`config.mk`:
```
export PLATFORM = sky130hd
export DESIGN_NAME = key_hex_field_parser
export DESIGN_NICKNAME = d
export VERILOG_FILES = /design/src/hdl/kfp_pkg.sv /design/src/hdl/kfp_front.sv /design/src/hdl/kfp_queue.sv /design/src/hdl/kfp_back.sv /design/src/hdl/key_hex_field_parser.sv
export SDC_FILE = /design/constraint.sdc
export NUM_CORES = 1
export LEC_CHECK = 0
export BUFFER_PORTS_ARGS = -buffer_cell sky130_fd_sc_hd__buf_2
export CAP_MARGIN = 10
export CORE_ASPECT_RATIO = 0.5
export CORE_MARGIN = 5
export CORE_UTILIZATION = 40
export CTS_CLUSTER_SIZE = 10
export DETAILED_ROUTE_END_ITERATION = 10
export HOLD_SLACK_MARGIN = 0.05
export PLACE_DENSITY_LB_ADDON = 0.12
export SLEW_MARGIN = 15
export SYNTH_ARGS = -nofsm -noshare
export SYNTH_HDL_FRONTEND = slang
export SYNTH_SLANG_ARGS = --single-unit
```
`constraint.sdc`:
```
create_clock -name clk -period 7 [get_ports clk]
set_input_delay 1.05 -clock clk [delete_from_list [all_inputs] [get_ports clk]]
set_output_delay 1.05 -clock clk [all_outputs]
set_load 0.01 [all_outputs]
```
`src/hdl/kfp_pkg.sv`:
```
`default_nettype none

package kfp_pkg;

    localparam int VALUE_BITS = 31;
    localparam int KEY_W      = 4;
    localparam int BYTE_W     = 8;
    localparam int KEY_CHARS  = 3;
    localparam int KEY_BITS   = KEY_CHARS * BYTE_W;
    localparam int NUM_KEYS   = 10;

    // request queue between classifier and parser
    localparam int Q_DEPTH = 2;
    localparam int Q_PTR_W = $clog2(Q_DEPTH);
    localparam int Q_CNT_W = $clog2(Q_DEPTH + 1);

    localparam logic [KEY_W-1:0]  KEY_UNKNOWN = 4'd10;
    localparam logic [BYTE_W-1:0] CH_BAR      = 8'h7C;
    localparam logic [BYTE_W-1:0] CH_SEMI     = 8'h3B;
    localparam logic [BYTE_W-1:0] CH_EQ       = 8'h3D;

    localparam logic [KEY_BITS-1:0] KEY_TABLE [NUM_KEYS] = '{
        24'h554443,   // UDC
        24'h494443,   // IDC
        24'h554C31,   // UL1
        24'h494C31,   // IL1
        24'h504143,   // PAC
        24'h50524C,   // PRL
        24'h544B4B,   // TKK
        24'h544E46,   // TNF
        24'h4B4459,   // KDY
        24'h4B4C44    // KLD
    };

    typedef enum logic [2:0] {
        CL_BAR,
        CL_SEMI,
        CL_EQ,
        CL_HEX,
        CL_OTHER
    } char_class_t;

    typedef struct packed {
        logic [BYTE_W-1:0] ch;
        logic              first;
        char_class_t       cls;
        logic [3:0]        digit;
    } tok_t;

    function automatic logic [KEY_W-1:0] key_lookup(input logic [KEY_BITS-1:0] k);
        logic [KEY_W-1:0] code;
        logic             found;
        code  = KEY_UNKNOWN;
        found = 1'b0;
        for (int i = 0; i < NUM_KEYS; i++)
        begin
            if (!found && KEY_TABLE[i] == k)
            begin
                code  = 4'(i);
                found = 1'b1;
            end
        end
        return code;
    endfunction

endpackage

`default_nettype wire

```
`src/hdl/kfp_front.sv`:
```
`default_nettype none

module kfp_front (
    input  wire logic [kfp_pkg::BYTE_W-1:0] byte_req,
    input  wire logic                       first,
    output kfp_pkg::tok_t                   tok
);

    logic is_dec;
    logic is_lower;
    logic is_upper;

    assign is_dec   = (byte_req >= 8'h30) && (byte_req <= 8'h39);
    assign is_lower = (byte_req >= 8'h61) && (byte_req <= 8'h66);
    assign is_upper = (byte_req >= 8'h41) && (byte_req <= 8'h46);

    always_comb
    begin
        tok.ch    = byte_req;
        tok.first = first;
        // letters a-f and A-F carry 1..6 in the low nibble
        tok.digit = is_dec ? byte_req[3:0] : 4'(byte_req[3:0] + 4'd9);
        priority if (byte_req == kfp_pkg::CH_BAR)
            tok.cls = kfp_pkg::CL_BAR;
        else if (byte_req == kfp_pkg::CH_SEMI)
            tok.cls = kfp_pkg::CL_SEMI;
        else if (byte_req == kfp_pkg::CH_EQ)
            tok.cls = kfp_pkg::CL_EQ;
        else if (is_dec || is_lower || is_upper)
            tok.cls = kfp_pkg::CL_HEX;
        else
            tok.cls = kfp_pkg::CL_OTHER;
    end

endmodule

`default_nettype wire

```
`src/hdl/kfp_queue.sv`:
```
`default_nettype none

module kfp_queue (
    input  wire logic          clk,
    input  wire logic          rst_n,
    input  wire logic          push,
    input  wire kfp_pkg::tok_t tok_in,
    output logic               full,
    input  wire logic          pop,
    output logic               q_valid,
    output kfp_pkg::tok_t      tok_out
);

    kfp_pkg::tok_t                 entry_reg [kfp_pkg::Q_DEPTH];
    logic [kfp_pkg::Q_PTR_W-1:0]   head_reg;
    logic [kfp_pkg::Q_PTR_W-1:0]   tail_reg;
    logic [kfp_pkg::Q_CNT_W-1:0]   count_reg;

    assign full    = (count_reg == kfp_pkg::Q_CNT_W'(kfp_pkg::Q_DEPTH));
    assign q_valid = (count_reg != '0);
    assign tok_out = entry_reg[head_reg];

    always_ff @(posedge clk)
    begin
        if (push)
            entry_reg[tail_reg] <= tok_in;
    end

    always_ff @(posedge clk or negedge rst_n)
    begin
        if (!rst_n)
        begin
            head_reg  <= '0;
            tail_reg  <= '0;
            count_reg <= '0;
        end
        else
        begin
            if (push)
                tail_reg <= (tail_reg == kfp_pkg::Q_PTR_W'(kfp_pkg::Q_DEPTH - 1))
                            ? '0 : kfp_pkg::Q_PTR_W'(tail_reg + 1'b1);
            if (pop)
                head_reg <= (head_reg == kfp_pkg::Q_PTR_W'(kfp_pkg::Q_DEPTH - 1))
                            ? '0 : kfp_pkg::Q_PTR_W'(head_reg + 1'b1);
            if (push && !pop)
                count_reg <= kfp_pkg::Q_CNT_W'(count_reg + 1'b1);
            else if (pop && !push)
                count_reg <= kfp_pkg::Q_CNT_W'(count_reg - 1'b1);
        end
    end

endmodule

`default_nettype wire

```
`src/hdl/kfp_back.sv`:
```
`default_nettype none

module kfp_back (
    input  wire logic                           clk,
    input  wire logic                           rst_n,
    input  wire logic                           q_valid,
    input  wire kfp_pkg::tok_t                  tok,
    output logic                                pop,
    output logic                                out_valid,
    input  wire logic                           out_stall,
    output logic [kfp_pkg::KEY_W-1:0]           key_code,
    output logic [kfp_pkg::VALUE_BITS-1:0]      value,
    output logic                                frame_end
);

    localparam int VB = kfp_pkg::VALUE_BITS;

    logic [1:0]                   bar_reg,   bar_c,   bar_next;
    logic [1:0]                   skip_reg,  skip_c,  skip_next;
    logic [kfp_pkg::KEY_BITS-1:0] key_reg,   key_c,   key_next;
    logic [2:0]                   klen_reg,  klen_c,  klen_next;
    logic                         inval_reg, inval_c, inval_next;
    logic [VB-1:0]                acc_reg,   acc_c,   acc_next;
    logic                         bad_reg,   bad_c,   bad_next;
    logic                         done_reg,  done_c,  done_next;

    logic                         emit;
    logic                         emit_end;
    logic [kfp_pkg::KEY_W-1:0]    emit_code;
    logic [VB-1:0]                emit_value;

    logic                         out_valid_reg;
    logic [kfp_pkg::KEY_W-1:0]    key_code_reg;
    logic [VB-1:0]                value_reg;
    logic                         frame_end_reg;

    assign pop       = q_valid && (!out_valid_reg || !out_stall);
    assign out_valid = out_valid_reg;
    assign key_code  = key_code_reg;
    assign value     = value_reg;
    assign frame_end = frame_end_reg;

    // first byte of a response clears everything before it is handled
    always_comb
    begin
        bar_c   = tok.first ? 2'd0 : bar_reg;
        skip_c  = tok.first ? 2'd0 : skip_reg;
        key_c   = tok.first ? '0   : key_reg;
        klen_c  = tok.first ? 3'd0 : klen_reg;
        inval_c = tok.first ? 1'b0 : inval_reg;
        acc_c   = tok.first ? '0   : acc_reg;
        bad_c   = tok.first ? 1'b0 : bad_reg;
        done_c  = tok.first ? 1'b0 : done_reg;
    end

    assign emit_code  = (inval_c && klen_c == 3'd3) ? kfp_pkg::key_lookup(key_c)
                                                    : kfp_pkg::KEY_UNKNOWN;
    assign emit_value = (inval_c && !bad_c) ? acc_c : '0;

    always_comb
    begin
        bar_next   = bar_c;
        skip_next  = skip_c;
        key_next   = key_c;
        klen_next  = klen_c;
        inval_next = inval_c;
        acc_next   = acc_c;
        bad_next   = bad_c;
        done_next  = done_c;
        emit       = 1'b0;
        emit_end   = 1'b0;

        if (bar_c != 2'd2)
        begin
            priority if (tok.cls == kfp_pkg::CL_BAR)
            begin
                if (bar_c == 2'd0)
                begin
                    bar_next  = 2'd1;
                    skip_next = 2'd0;
                end
                else
                begin
                    bar_next = 2'd2;
                    emit     = 1'b1;
                    emit_end = 1'b1;
                end
            end
            else if (bar_c == 2'd0)
            begin
                // outside the section: drop
            end
            else if (skip_c != 2'd3)
                skip_next = 2'(skip_c + 2'd1);
            else if (tok.cls == kfp_pkg::CL_SEMI)
                emit = 1'b1;
            else if (!inval_c)
            begin
                if (tok.cls == kfp_pkg::CL_EQ)
                    inval_next = 1'b1;
                else
                begin
                    if (klen_c < 3'd3)
                        key_next = {key_c[kfp_pkg::KEY_BITS-kfp_pkg::BYTE_W-1:0], tok.ch};
                    if (klen_c < 3'd4)
                        klen_next = 3'(klen_c + 3'd1);
                end
            end
            else if (done_c)
            begin
                // value closed by a second '=': drop until field end
            end
            else if (tok.cls == kfp_pkg::CL_EQ)
                done_next = 1'b1;
            else if (bad_c)
            begin
                // value already invalid
            end
            else if (tok.cls != kfp_pkg::CL_HEX || acc_c[VB-1:VB-4] != 4'd0)
                bad_next = 1'b1;
            else
                acc_next = {acc_c[VB-5:0], tok.digit};
        end

        // a field end, and the opening '|', start a fresh field
        if (emit || (tok.cls == kfp_pkg::CL_BAR && bar_c == 2'd0))
        begin
            key_next   = '0;
            klen_next  = 3'd0;
            inval_next = 1'b0;
            acc_next   = '0;
            bad_next   = 1'b0;
            done_next  = 1'b0;
        end
    end

    always_ff @(posedge clk or negedge rst_n)
    begin
        if (!rst_n)
        begin
            bar_reg       <= 2'd0;
            skip_reg      <= 2'd0;
            key_reg       <= '0;
            klen_reg      <= 3'd0;
            inval_reg     <= 1'b0;
            acc_reg       <= '0;
            bad_reg       <= 1'b0;
            done_reg      <= 1'b0;
            out_valid_reg <= 1'b0;
        end
        else
        begin
            if (pop)
            begin
                bar_reg       <= bar_next;
                skip_reg      <= skip_next;
                key_reg       <= key_next;
                klen_reg      <= klen_next;
                inval_reg     <= inval_next;
                acc_reg       <= acc_next;
                bad_reg       <= bad_next;
                done_reg      <= done_next;
                out_valid_reg <= emit;
            end
            else if (!out_stall)
                out_valid_reg <= 1'b0;
        end
    end

    always_ff @(posedge clk)
    begin
        if (pop && emit)
        begin
            key_code_reg  <= emit_code;
            value_reg     <= emit_value;
            frame_end_reg <= emit_end;
        end
    end

endmodule

`default_nettype wire

```
`src/hdl/key_hex_field_parser.sv`:
```
// key_hex_field_parser: byte-serial parser of "...|xxxKEY=HEX;KEY=HEX|..." responses.
// Input channel: in_valid/in_stall carry one request per cycle, byte_req plus
//   first, which marks the first byte of a response and clears the parse state.
// Output channel: out_valid/out_stall carry one result per closed field:
//   key_code (10 = unknown), value (hex, 0 when invalid or too wide) and
//   frame_end, set when the second '|' closed the field.
// Only the section between the first and second '|' is parsed; its first three
//   characters are skipped.
// The byte that closes a field is written into the request queue when it is
//   accepted; the parser pops it from there, and the pop moves the parser
//   result into the output register.
// Throughput: one byte per cycle while the receiver does not stall; the parser
//   state is updated for each popped byte and the two-entry queue buffers requests.
// Reset clears the parse state, the queue and the output valid.
// A stalled receiver holds the result register; the parser stops, the queue
//   fills and in_stall rises when both queue entries are in use.
`default_nettype none

module key_hex_field_parser (
    input  wire logic                           clk,
    input  wire logic                           rst_n,
    input  wire logic                           in_valid,
    output logic                                in_stall,
    input  wire logic [kfp_pkg::BYTE_W-1:0]     byte_req,
    input  wire logic                           first,
    output logic                                out_valid,
    input  wire logic                           out_stall,
    output logic [kfp_pkg::KEY_W-1:0]           key_code,
    output logic [kfp_pkg::VALUE_BITS-1:0]      value,
    output logic                                frame_end
);

    kfp_pkg::tok_t front_tok;
    kfp_pkg::tok_t q_tok;
    logic          q_full;
    logic          q_valid;
    logic          q_pop;
    logic          q_push;

    assign in_stall = q_full;
    assign q_push   = in_valid && !q_full;

    kfp_front u_front (
        .byte_req (byte_req),
        .first    (first),
        .tok      (front_tok)
    );

    kfp_queue u_queue (
        .clk     (clk),
        .rst_n   (rst_n),
        .push    (q_push),
        .tok_in  (front_tok),
        .full    (q_full),
        .pop     (q_pop),
        .q_valid (q_valid),
        .tok_out (q_tok)
    );

    kfp_back u_back (
        .clk       (clk),
        .rst_n     (rst_n),
        .q_valid   (q_valid),
        .tok       (q_tok),
        .pop       (q_pop),
        .out_valid (out_valid),
        .out_stall (out_stall),
        .key_code  (key_code),
        .value     (value),
        .frame_end (frame_end)
    );

    a_pop_nonempty: assert property (@(posedge clk) disable iff (!rst_n)
        q_pop |-> q_valid)
        else $error("queue popped while empty");

    a_no_push_full: assert property (@(posedge clk) disable iff (!rst_n)
        q_full |-> !q_push)
        else $error("queue pushed while full");

    a_key_range: assert property (@(posedge clk) disable iff (!rst_n)
        out_valid |-> key_code <= kfp_pkg::KEY_UNKNOWN)
        else $error("key code out of range");

    a_pop_frees: assert property (@(posedge clk) disable iff (!rst_n)
        (out_valid && out_stall && q_valid) |-> !q_pop)
        else $error("parser advanced while result held");

endmodule

`default_nettype wire
```
== After elaboration in Yosys (flattened, before gate mapping) ==
Memory sizes are Yosys's and may differ from the RTL's.
Index checks and enable logic that the tools add are counted.

* Add/subtract/negate cells: 7
* $lt $le $gt $ge: 8
* Equal/unequal tests: 21
* Muxes and demuxes: 110
* Bitwise operators: 1
* Reduce and logical (&&, ||, !) cells: 47

{| class="wikitable"
|+ Operators by type and width
! cell !! count
|-
| $mux 31 || 12
|-
| $eq 23x24->1 const A || 10
|-
| $mux 24 || 10
|-
| $mux 1 || 51
|-
| $mux 3 || 14
|-
| $mux 4 || 9
|-
| $mux 2 || 14
|-
| $logic_and 1x1->1 || 20
|-
| $eq 8x6->1 const B || 2
|-
| $ge 8x7->1 const B || 2
|-
| $le 8x7->1 const B || 2
|-
| $logic_not 1->1 || 15
|-
| $eq 8x7->1 const B || 1
|-
| $ge 8x6->1 const B || 1
|-
| $le 8x6->1 const B || 1
|-
| $eq 3x2->1 const B || 2
|-
| $logic_or 1x1->1 || 5
|-
| $add 2x1->2 const B || 2
|-
| $add 4x4->4 const B || 1
|-
| $ne 2x2->1 const B || 2
|-
| $reduce_bool 2->1 || 2
|-
| $reduce_bool 4->1 || 1
|-
| $add 3x1->3 const B || 1
|-
| $eq 3x1->1 const B || 1
|-
| 12 further kinds || 13
|}

* Register bits after elaboration: 106
* RAM bits: 32
* Input port bits: 13
* Output and inout port bits: 38
* Word-level logic and storage cells: 211
* Memories kept: 1

{| class="wikitable"
|+ Memory list
! name !! words !! width !! rd ports !! clocked after memory_dff !! wr ports !! RTL line !! text
|-
| u_queue.entry_reg || 2 || 16 || 1 || 0 || 1 || kfp_queue.sv:14 || <nowiki>kfp_pkg::tok_t entry_reg [kfp_pkg::Q_DEPTH];</nowiki>
|}

== Longest topological paths before layout ==
Gate-level depths: netlist of run 1.
An unclocked memory read counts as a cell.

* Word-level depth: 31
* Mapped depth: 9
* Gate-level depth less buffers: 7

== By module ==
A second synthesis of run 1 with hierarchy kept.

* Cell total of the unflattened synthesis: 482
* Area total of the unflattened synthesis: 6441.2 µm²

{| class="wikitable"
|+ Modules (own cells, without submodules)
! module !! times used !! cells an instance !! area an instance (µm²) !! seq. area each (µm²)
|-
| kfp_back || 1 || 363 || 4613.2 || 2732.6
|-
| kfp_queue || 1 || 66 || 1395.1 || 1061.0
|-
| kfp_front || 1 || 52 || 419.2 || 0.0
|-
| key_hex_field_parser || 1 || 1 || 13.8 || 0.0
|}

== Least setup slack after synthesis of run 1 ==
Ideal clock, no wire load.

* Path type: input-to-reg
* Start point: input port out_stall
* End point: register u_back.frame_end_reg, in the netlist u_back.frame_end (enable)
* Library setup time: 476 ps
* Arrival time: 4091 ps
* Data required time: 6524 ps
* Setup slack: 2433 ps
* Cell stages on the path: 3
* Path buffers: 0
* Cells stage by stage: a2bb2oi_4 -> clkinv_1 -> nor3_1

* Word-level cells in the longest chain between the ends: 4

{| class="wikitable"
|+ Ends and longest elaborated chain
! item !! RTL line !! text
|-
| from (decl) || key_hex_field_parser.sv:27 || <nowiki>input wire logic out_stall,</nowiki>
|-
| $logic_not 1->1 || kfp_back.sv:37 || <nowiki>assign pop = q_valid && (!out_valid_reg || !out_stall);</nowiki>
|-
| $logic_or 1x1->1 || kfp_back.sv:37 ||
|-
| $logic_and 1x1->1 || kfp_back.sv:37 ||
|-
| $logic_and 1x1->1 || kfp_back.sv:172 || <nowiki>if (pop && emit)</nowiki>
|-
| to (signal assigned) || kfp_back.sv:176 || <nowiki>frame_end_reg <= emit_end;</nowiki>
|-
| to (decl) || kfp_back.sv:35 || <nowiki>logic frame_end_reg;</nowiki>
|}

No other way between the ends.
A chain may end at the register's enable or synchronous reset.

== Worst setup path after layout of run 1 ==
* Start point: register u_queue.head_reg
* End point: register u_back.key_code_reg (netlist bit u_back.key_code[3]), data pin

* Word-level cells in the longest chain between the ends: 31
* Elaborated cells between the ends (all ways): 53
* Classes of those cells: 11 x eq/ne; 20 x mux; 1 x bitwise; 20 x reduce/logical; 1 x memory

{| class="wikitable"
|+ Ends and longest elaborated chain
! item !! RTL line !! text
|-
| from (decl) || kfp_queue.sv:15 || <nowiki>logic [kfp_pkg::Q_PTR_W-1:0] head_reg;</nowiki>
|-
| from (signal assigned) || kfp_queue.sv:43 || <nowiki>head_reg <= (head_reg == kfp_pkg::Q_PTR_W'(kfp_pkg::Q_DEPTH - 1))</nowiki>
|-
| $mem_v2 2x16 (*) || - ||
|-
| $mux 24 || kfp_back.sv:48 || <nowiki>key_c = tok.first ? '0 : key_reg;</nowiki>
|-
| $eq 23x24->1 || kfp_pkg.sv:57 || <nowiki>if (!found && KEY_TABLE[i] == k)</nowiki>
|-
| $mux 1 || kfp_pkg.sv:57 ||
|-
| $logic_not 1->1 || kfp_pkg.sv:57 ||
|-
| $logic_and 1x1->1 || kfp_pkg.sv:57 ||
|-
| $mux 1 || kfp_pkg.sv:57 ||
|-
| $logic_not 1->1 || kfp_pkg.sv:57 ||
|-
| [15 not listed] || - ||
|-
| $logic_and 1x1->1 || kfp_pkg.sv:57 ||
|-
| $mux 1 || kfp_pkg.sv:57 ||
|-
| $logic_not 1->1 || kfp_pkg.sv:57 ||
|-
| $logic_and 1x1->1 || kfp_pkg.sv:57 ||
|-
| $mux 1 || kfp_pkg.sv:57 ||
|-
| $logic_not 1->1 || kfp_pkg.sv:57 ||
|-
| $logic_and 1x1->1 || kfp_pkg.sv:57 ||
|-
| $reduce_or 3->1 (no line) || - ||
|-
| to (signal assigned) || kfp_back.sv:174 || <nowiki>key_code_reg <= emit_code;</nowiki>
|-
| to (decl) || kfp_back.sv:33 || <nowiki>logic [kfp_pkg::KEY_W-1:0] key_code_reg;</nowiki>
|}

Every way passes the cells marked *; elsewhere a longest branch is shown, timed or not.

==> reports/qor.yml, run 1 <==
outcome:
  status: "finished, final reports clean"
global_route:
  antenna_found_initial: 0
  grt_max_degree: 71
  grt_usage_pct: 15.0
  grt_pass1_vias: 3962
  grt_pass1_wl_um: 21600
  grt_overflow: 0
clock_tree:
  clkSlewWorstSetupHoldPaths_ps: 60
  postCtsResizedCells: 0
  cts_root_buffer: "clkbuf_16"
  clock_path_buffers: 2
  htree_levels: 4
  cts_tree: "done"
  postCtsSetupBuffers: 0
  cts_buffers: 17
  cts.sinks: 138
  holdBufCountCts: 0
  clk_latency_ps: 410
sta:
  finalHoldViolations: 0
  period_minus_slack_ps: 3410
  relSlewSlack_pct: 26.1
  min_period_over_period_pct: 48.7
  worst_pin_slew_ps: 1110
  finClkSkew_ps: 7.60
  max_clock_freq_mhz: 293
  slew_violations: 0
  setup_viol: 0
  rsz0062_at_grt: "no"
  tns_ps: 0
setup_path:
  r2r_setup_slack_ps: 3590
  cpPeakStageDelay_ps: 1080
  start_kind: "flop"
  cp-end-kind: "flop"
  worst_ep_arrival_time_ps: 3560
  worst_path_max_delay_cell: "dfrtp_1"
  rr_startpoint: "u_queue.head_reg$_DFFE_PN0P_"
  worstSetupPathType: "flop to flop"
  cp.required_ps: 7150
  crit_chain: "mux2i_4 > and2_1 > ha_1 > nand4b_1 > a2111oi_1 > o21a_1 > nor3_1"
  cp_max_fo: 23
  crit_path_start: "u_queue.head_reg$_DFFE_PN0P_"
placed_design:
  dpl.hpwl_um: 8700
  portBuffers: 50
  placed_area_um2: 6590
  globalplace.congestion: 0.797
final_layout:
  area_growth_pct: 17.3
  final_cell_mix: "dfrtp_1, edfxtp_1, buf_2, and2_1, a22o_1"
  diodes: 0
  n_fill_cell: 1415
  drive_above_1_share_pct: 23.8
  stdcell_area_um2: 7260
  final_common_cell: "dfrtp_1"
  fin_nets: 532
  largest_register_ffs: 32
drt:
  firstDrtPassIters: 4
  highest_layer: "met4"
  met3_length_um: 577
  drt-total-wl_um: 13100
  dr_wl_met2_um: 5620
  antenna_left: 0
  post_drt_via_cell_ratio: 5.37
  met1_length_um: 6660
  drc: 0
  routed-via-count: 3919
  drt_iter0_drc: 341
  wl_per_cell_um: 17.9
floorplanning:
  core-area_um2: 15300
  die_h_um: 98.0
  design.die.area_um2: 18200
  io_pins: 51
  rows: 32
  die_width_um: 186
  start_util_pct: 40.5
yosys:
  syn_nets: 478
  synth_area_leaders: "edfxtp_1, dfrtp_1, a22o_1, and2_1, o2bb2ai_1"
  synth-main-ff-cell: "dfrtp_1"
  ys_seq_area_share_pct: 61.3
  synth_area_um2: 6190
  ys_ff_latch: 138
  syn_area_per_cell_um2: 13.5
  synth_cells: 459
  yosysTopAreaCellShare_pct: 33.0
  synth_edf_count: 68
  yosys.cell_types.count: 73
  ys_warn_count: 0
  async_flop_share_pct: 50.7
  yosys.area.top_type: "edfxtp_1"
power:
  p_leak_nw: 2.80
  peakVddDrop_mv: 0.187
  p_per_area_nw_per_um2: 335
hold_path:
  hp-start: "u_queue.tail_reg$_DFFE_PN0P_"
  hold_class: "flop to flop"
job:
  maxCapViolCount: 0
-- synth_stat cells (6+ instances only) --
library cell,count
nand3b_1,6
nand3_1,9
nand2_1,18
buf_4,7
o2bb2ai_1,16
nor2_1,20
edfxtp_1,68
a22o_2,8
ha_1,6
inv_1,10
a21oi_1,6
nor4_1,7
dfrtp_1,70
o21ai_0,11
nor3_1,11
a22o_1,32
mux2i_1,12
and2_1,34
-- per-stage QoR --
step | setup WS, ps | util, % | instances | total power, mW | hold slack [ps]
global route | 3340 | 47.5 | 730 | 2.55 | 530
floorplan | 2430 | - | 459 | 1.35 | 461
CTS | 3600 | 47.5 | 730 | 2.46 | 514
finish | 3590 | 47.5 | 730 | 2.44 | 513
detailed placement | 3480 | 43.1 | 698 | 1.45 | 502
global placement | 3480 | 43.1 | 698 | 1.45 | 497
-- critical path: cells and delay by family, from the launching register on --
kind                       cells  cell delay, ps
AOI/OAI and AO/OA              2             720
adders and majority gates      1             170
DFF                            1            1080
muxes                          1             650
and+or+nand+nor                3             540
-- cell families (layout without fill, tap and decap cells) --
group	after synthesis	count (layout)	synth area share, %
AND/OR/NAND/NOR	153	153	15.8
AO/OA/AOI/OAI	108	108	14.8
flip-flops	138	138	61.3
buffers and inverters	30	97	2.93
XOR/XNOR	8	8	1.13
adder cells (fa/ha/maj)	6	6	1.21
multiplexers	16	16	2.91
-- layout make-up --
type	count	area, um2	share of cell area, %
multi-input cells	291	2220	30.6
clock inverters	13	214	2.95
clock buffers	19	454	6.25
repair buffers	54	280	3.86
well taps	204	255	3.51
flip-flops and latches	138	3790	52.2
inverters	11	41.3	0.569
-- worst paths after layout --
path | to | depth (start not counted)
max | u_back.key_code[3]$_SDFFCE_PP1P_ | 7
min | u_queue.tail_reg$_DFFE_PN0P_ | 1
max reg2reg | u_back.key_code[3]$_SDFFCE_PP1P_ | 7
min reg2reg | u_queue.tail_reg$_DFFE_PN0P_ | 1
max in group asynchronous | u_back.acc_reg[26]$_DFFE_PN0P_ | 2
min in group asynchronous | u_back.key_reg[19]$_DFFE_PN0P_ | 2
-- metal layers --
metal / GRT usage (%) / up-vias
li1: - / 1867
met1: 22.5 / 1951
met2: 21.4 / 83
met3: 3.83 / 18
met4: 4.98 / 0
met5: 0 / -
-- power breakdown --
part	internal (mW)	switching, mW	total (mW)
Clock	0.658	0.352	1.01
Sequential	0.928	0.0713	0.999
Combinational	0.143	0.284	0.427
Total	1.73	0.707	2.44
No activity file was read; power rests on OpenSTA's default activity.
==> run 2: changes to the inputs <==
clock period = 3.02 ns   (was 7 ns; I/O delays follow)
==> reports/qor.yml, run 2 (synthesis results as in run 1) <==
final_layout:
  final_cell_mix: "dfrtp_1, edfxtp_1, buf_2, and2_1, a22o_1"
  diodes: 0  # unchanged
  seq_area_um2: 3790  # unchanged
  multi_input_area_um2: 2230  # +0.17%
  fin_nets: 540  # +1.5%
  final_common_cell: "dfrtp_1"
  area_growth_pct: 16.6
  drive_above_1_share_pct: 24.3  # +0.58 points
  n_fill_cell: 1409  # -0.42%
  largest_register_ffs: 32  # unchanged
setup_path:
  worst_path_max_delay_cell: "a2111oi_1"
  cp.required_ps: 3170  # -3980 ps
  worstSetupPathType: "flop to flop"
  cpPeakStageDelay_ps: 490  # -590 ps
  start_kind: "flop"
  cp-end-kind: "flop"
  rr_worst_depth: 8  # +1
  cp_max_fo: 13  # -43%
  crit_chain: "buf_4 > mux2i_4 > and2_1 > ha_1 > nand4b_1 > a2111oi_1 > o21a_1 > nor3_1"
  worst_ep_arrival_time_ps: 2560  # -1000 ps
power:
  p_sw_mw: 1.61  # +130%
  peakVddDrop_mv: 0.504  # +170%
  p_seq_share_pct: 42.6  # +1.6 points
  fin_total_pwr_mw: 5.29  # +120%
  clkPwrFrac_pct: 36.4  # -5.1 points
  p_leak_nw: 2.78  # -0.78%
  p_int_mw: 3.68  # +110%
  pwr-share-comb_pct: 21.0  # +3.5 points
  swShare_pct: 30.5  # +1.5 points
  p_per_area_nw_per_um2: 733  # +120%
drt:
  firstDrtPassIters: 5  # +1
  post_drt_via_cell_ratio: 5.34  # -0.50%
  drc: 0  # unchanged
  routed-via-count: 3942  # +0.59%
  drt-total-wl_um: 12900  # -1.1%
  wl_per_cell_um: 17.5  # -2.1%
  antenna_left: 0  # unchanged
  drt_iter0_drc: 265  # -22%
clock_tree:
  holdBufCountCts: 0  # unchanged
  cts_tree: "done"
  clock_path_buffers: 2  # unchanged
  clk_latency_ps: 410  # about the same
  cts_root_buffer: "clkbuf_16"
  cts.sinks: 138  # unchanged
  clkSlewWorstSetupHoldPaths_ps: 60  # about the same
  postCtsResizedCells: 0  # unchanged
  cts_buffers: 17  # unchanged
  postCtsSetupBuffers: 0  # unchanged
  htree_levels: 4  # unchanged
placed_design:
  post-place-ws_ps: 637  # -2840 ps
  portBuffers: 50  # unchanged
  dpl.hpwl_um: 8750  # +0.62%
  globalplace.congestion: 0.845  # +6.0%
floorplanning:
  start_util_pct: 40.5  # unchanged
  die_h_um: 98.0  # unchanged
  rows: 32  # unchanged
  core-area_um2: 15300  # unchanged
  io_pins: 51  # unchanged
  design.die.area_um2: 18200  # unchanged
  die_width_um: 186  # unchanged
sta:
  min_period_over_period_pct: 79.8  # +31 points
  rsz0062_at_grt: "no"
  relSlewSlack_pct: 38.2  # +12 points
  finClkSkew_ps: 10.9  # +3.32 ps
  tns_ps: 0  # unchanged
  worst_pin_slew_ps: 927  # -182 ps
  finalHoldViolations: 0  # unchanged
  max_clock_freq_mhz: 415  # +41%
  period_minus_slack_ps: 2410  # -999 ps
  setup_viol: 0  # unchanged
  slew_violations: 0  # unchanged
  worst_slack_ps: 610  # -2980 ps
hold_path:
  hold_class: "input port to async pin"
outcome:
  status: "finished, final reports clean"
global_route:
  antenna_found_initial: 0  # unchanged
  grt_pass1_vias: 3968  # +0.15%
  grt_usage_pct: 14.8  # -0.26 points
  grt_overflow: 0  # unchanged
  grt_max_degree: 71  # unchanged
  grt_pass1_wl_um: 21100  # -2.1%
job:
  maxCapViolCount: 0  # unchanged
==> run 2: cell count changes in the layout (fill, tap and decap cells not counted), sizes merged <==
cell	delta
clkinvlp	+4
clkbuf	+2
inv	-2
buf	+8
bufinv	-4
==> run 2: power groups by stage <==
stage          Sequential, mW  Combinational (mW)  Clock, mW
3_3_place_gp             2.29                1.12          0
3_5_place_dp             2.29                1.12          0
2_1_floorplan            2.27               0.875          0
5_1_grt                  2.27                1.22       2.05
6_report                 2.25                1.11       1.93
4_1_cts                  2.25                1.13       1.97
==> run 2: critical path: cells and delay by family (launching register included) <==
| kind | cells | cell delay [ps] |
|---|---|---|
| AO/OA/AOI/OAI | 2 | 680 |
| adder cells (fa/ha/maj) | 1 | 170 |
| buffers and inverters | 1 | 240 |
| flip-flops | 1 | 390 |
| multiplexers | 1 | 270 |
| AND/OR/NAND/NOR | 3 | 430 |
==> run 2: path summary, 6_finish.rpt <==
| kind | startpoint | to | slack [ps] |
|---|---|---|---|
| worst max-delay path | u_queue.head_reg$_DFFE_PN0P_ | u_back.key_code[3]$_SDFFCE_PP1P_ | 610 |
| worst min-delay path | rst_n | u_back.key_reg[22]$_DFFE_PN0P_ | 260 |
| worst max register to register | u_queue.head_reg$_DFFE_PN0P_ | u_back.key_code[3]$_SDFFCE_PP1P_ | 610 |
| worst min register to register | u_back.klen_reg[1]$_DFFE_PN0P_ | u_back.klen_reg[1]$_DFFE_PN0P_ | 510 |
| max in group asynchronous | rst_n | u_back.acc_reg[5]$_DFFE_PN0P_ | 2150 |
| min in group clk | byte_req[5] | u_queue.entry_reg[0][13]$_DFFE_PP_ | 260 |
==> run 2: routing by layer <==
layer / track usage (%) / part of all wire [%] / vias up
li1: - / - / 1876
met1: 21.4 / 49 / 1945
met2: 21.9 / 45 / 107
met3: 3.80 / 5.5 / 14
met4: 4.53 / 1.1 / 0
met5: 0 / 0 / -
==> run 2: per-stage QoR <==
step	std cells	util [%]	area, um2	hold slack (ps)
floorplan	459	-	6200	157
global placement	706	43.6	6670	476
detailed placement	706	43.6	6670	499
CTS	738	47.2	7220	244
global route	738	47.2	7220	251
finish	738	47.2	7220	259
==> run 2: layout make-up <==
type                    instances  share of cell area (%)
inverters                      11                   0.572
well taps                     204                    3.54
clock inverters                11                    1.37
flip-flops and latches        138                    52.5
clock buffers                  21                    6.24
multi-input cells             291                    30.8
repair buffers                 62                    4.89
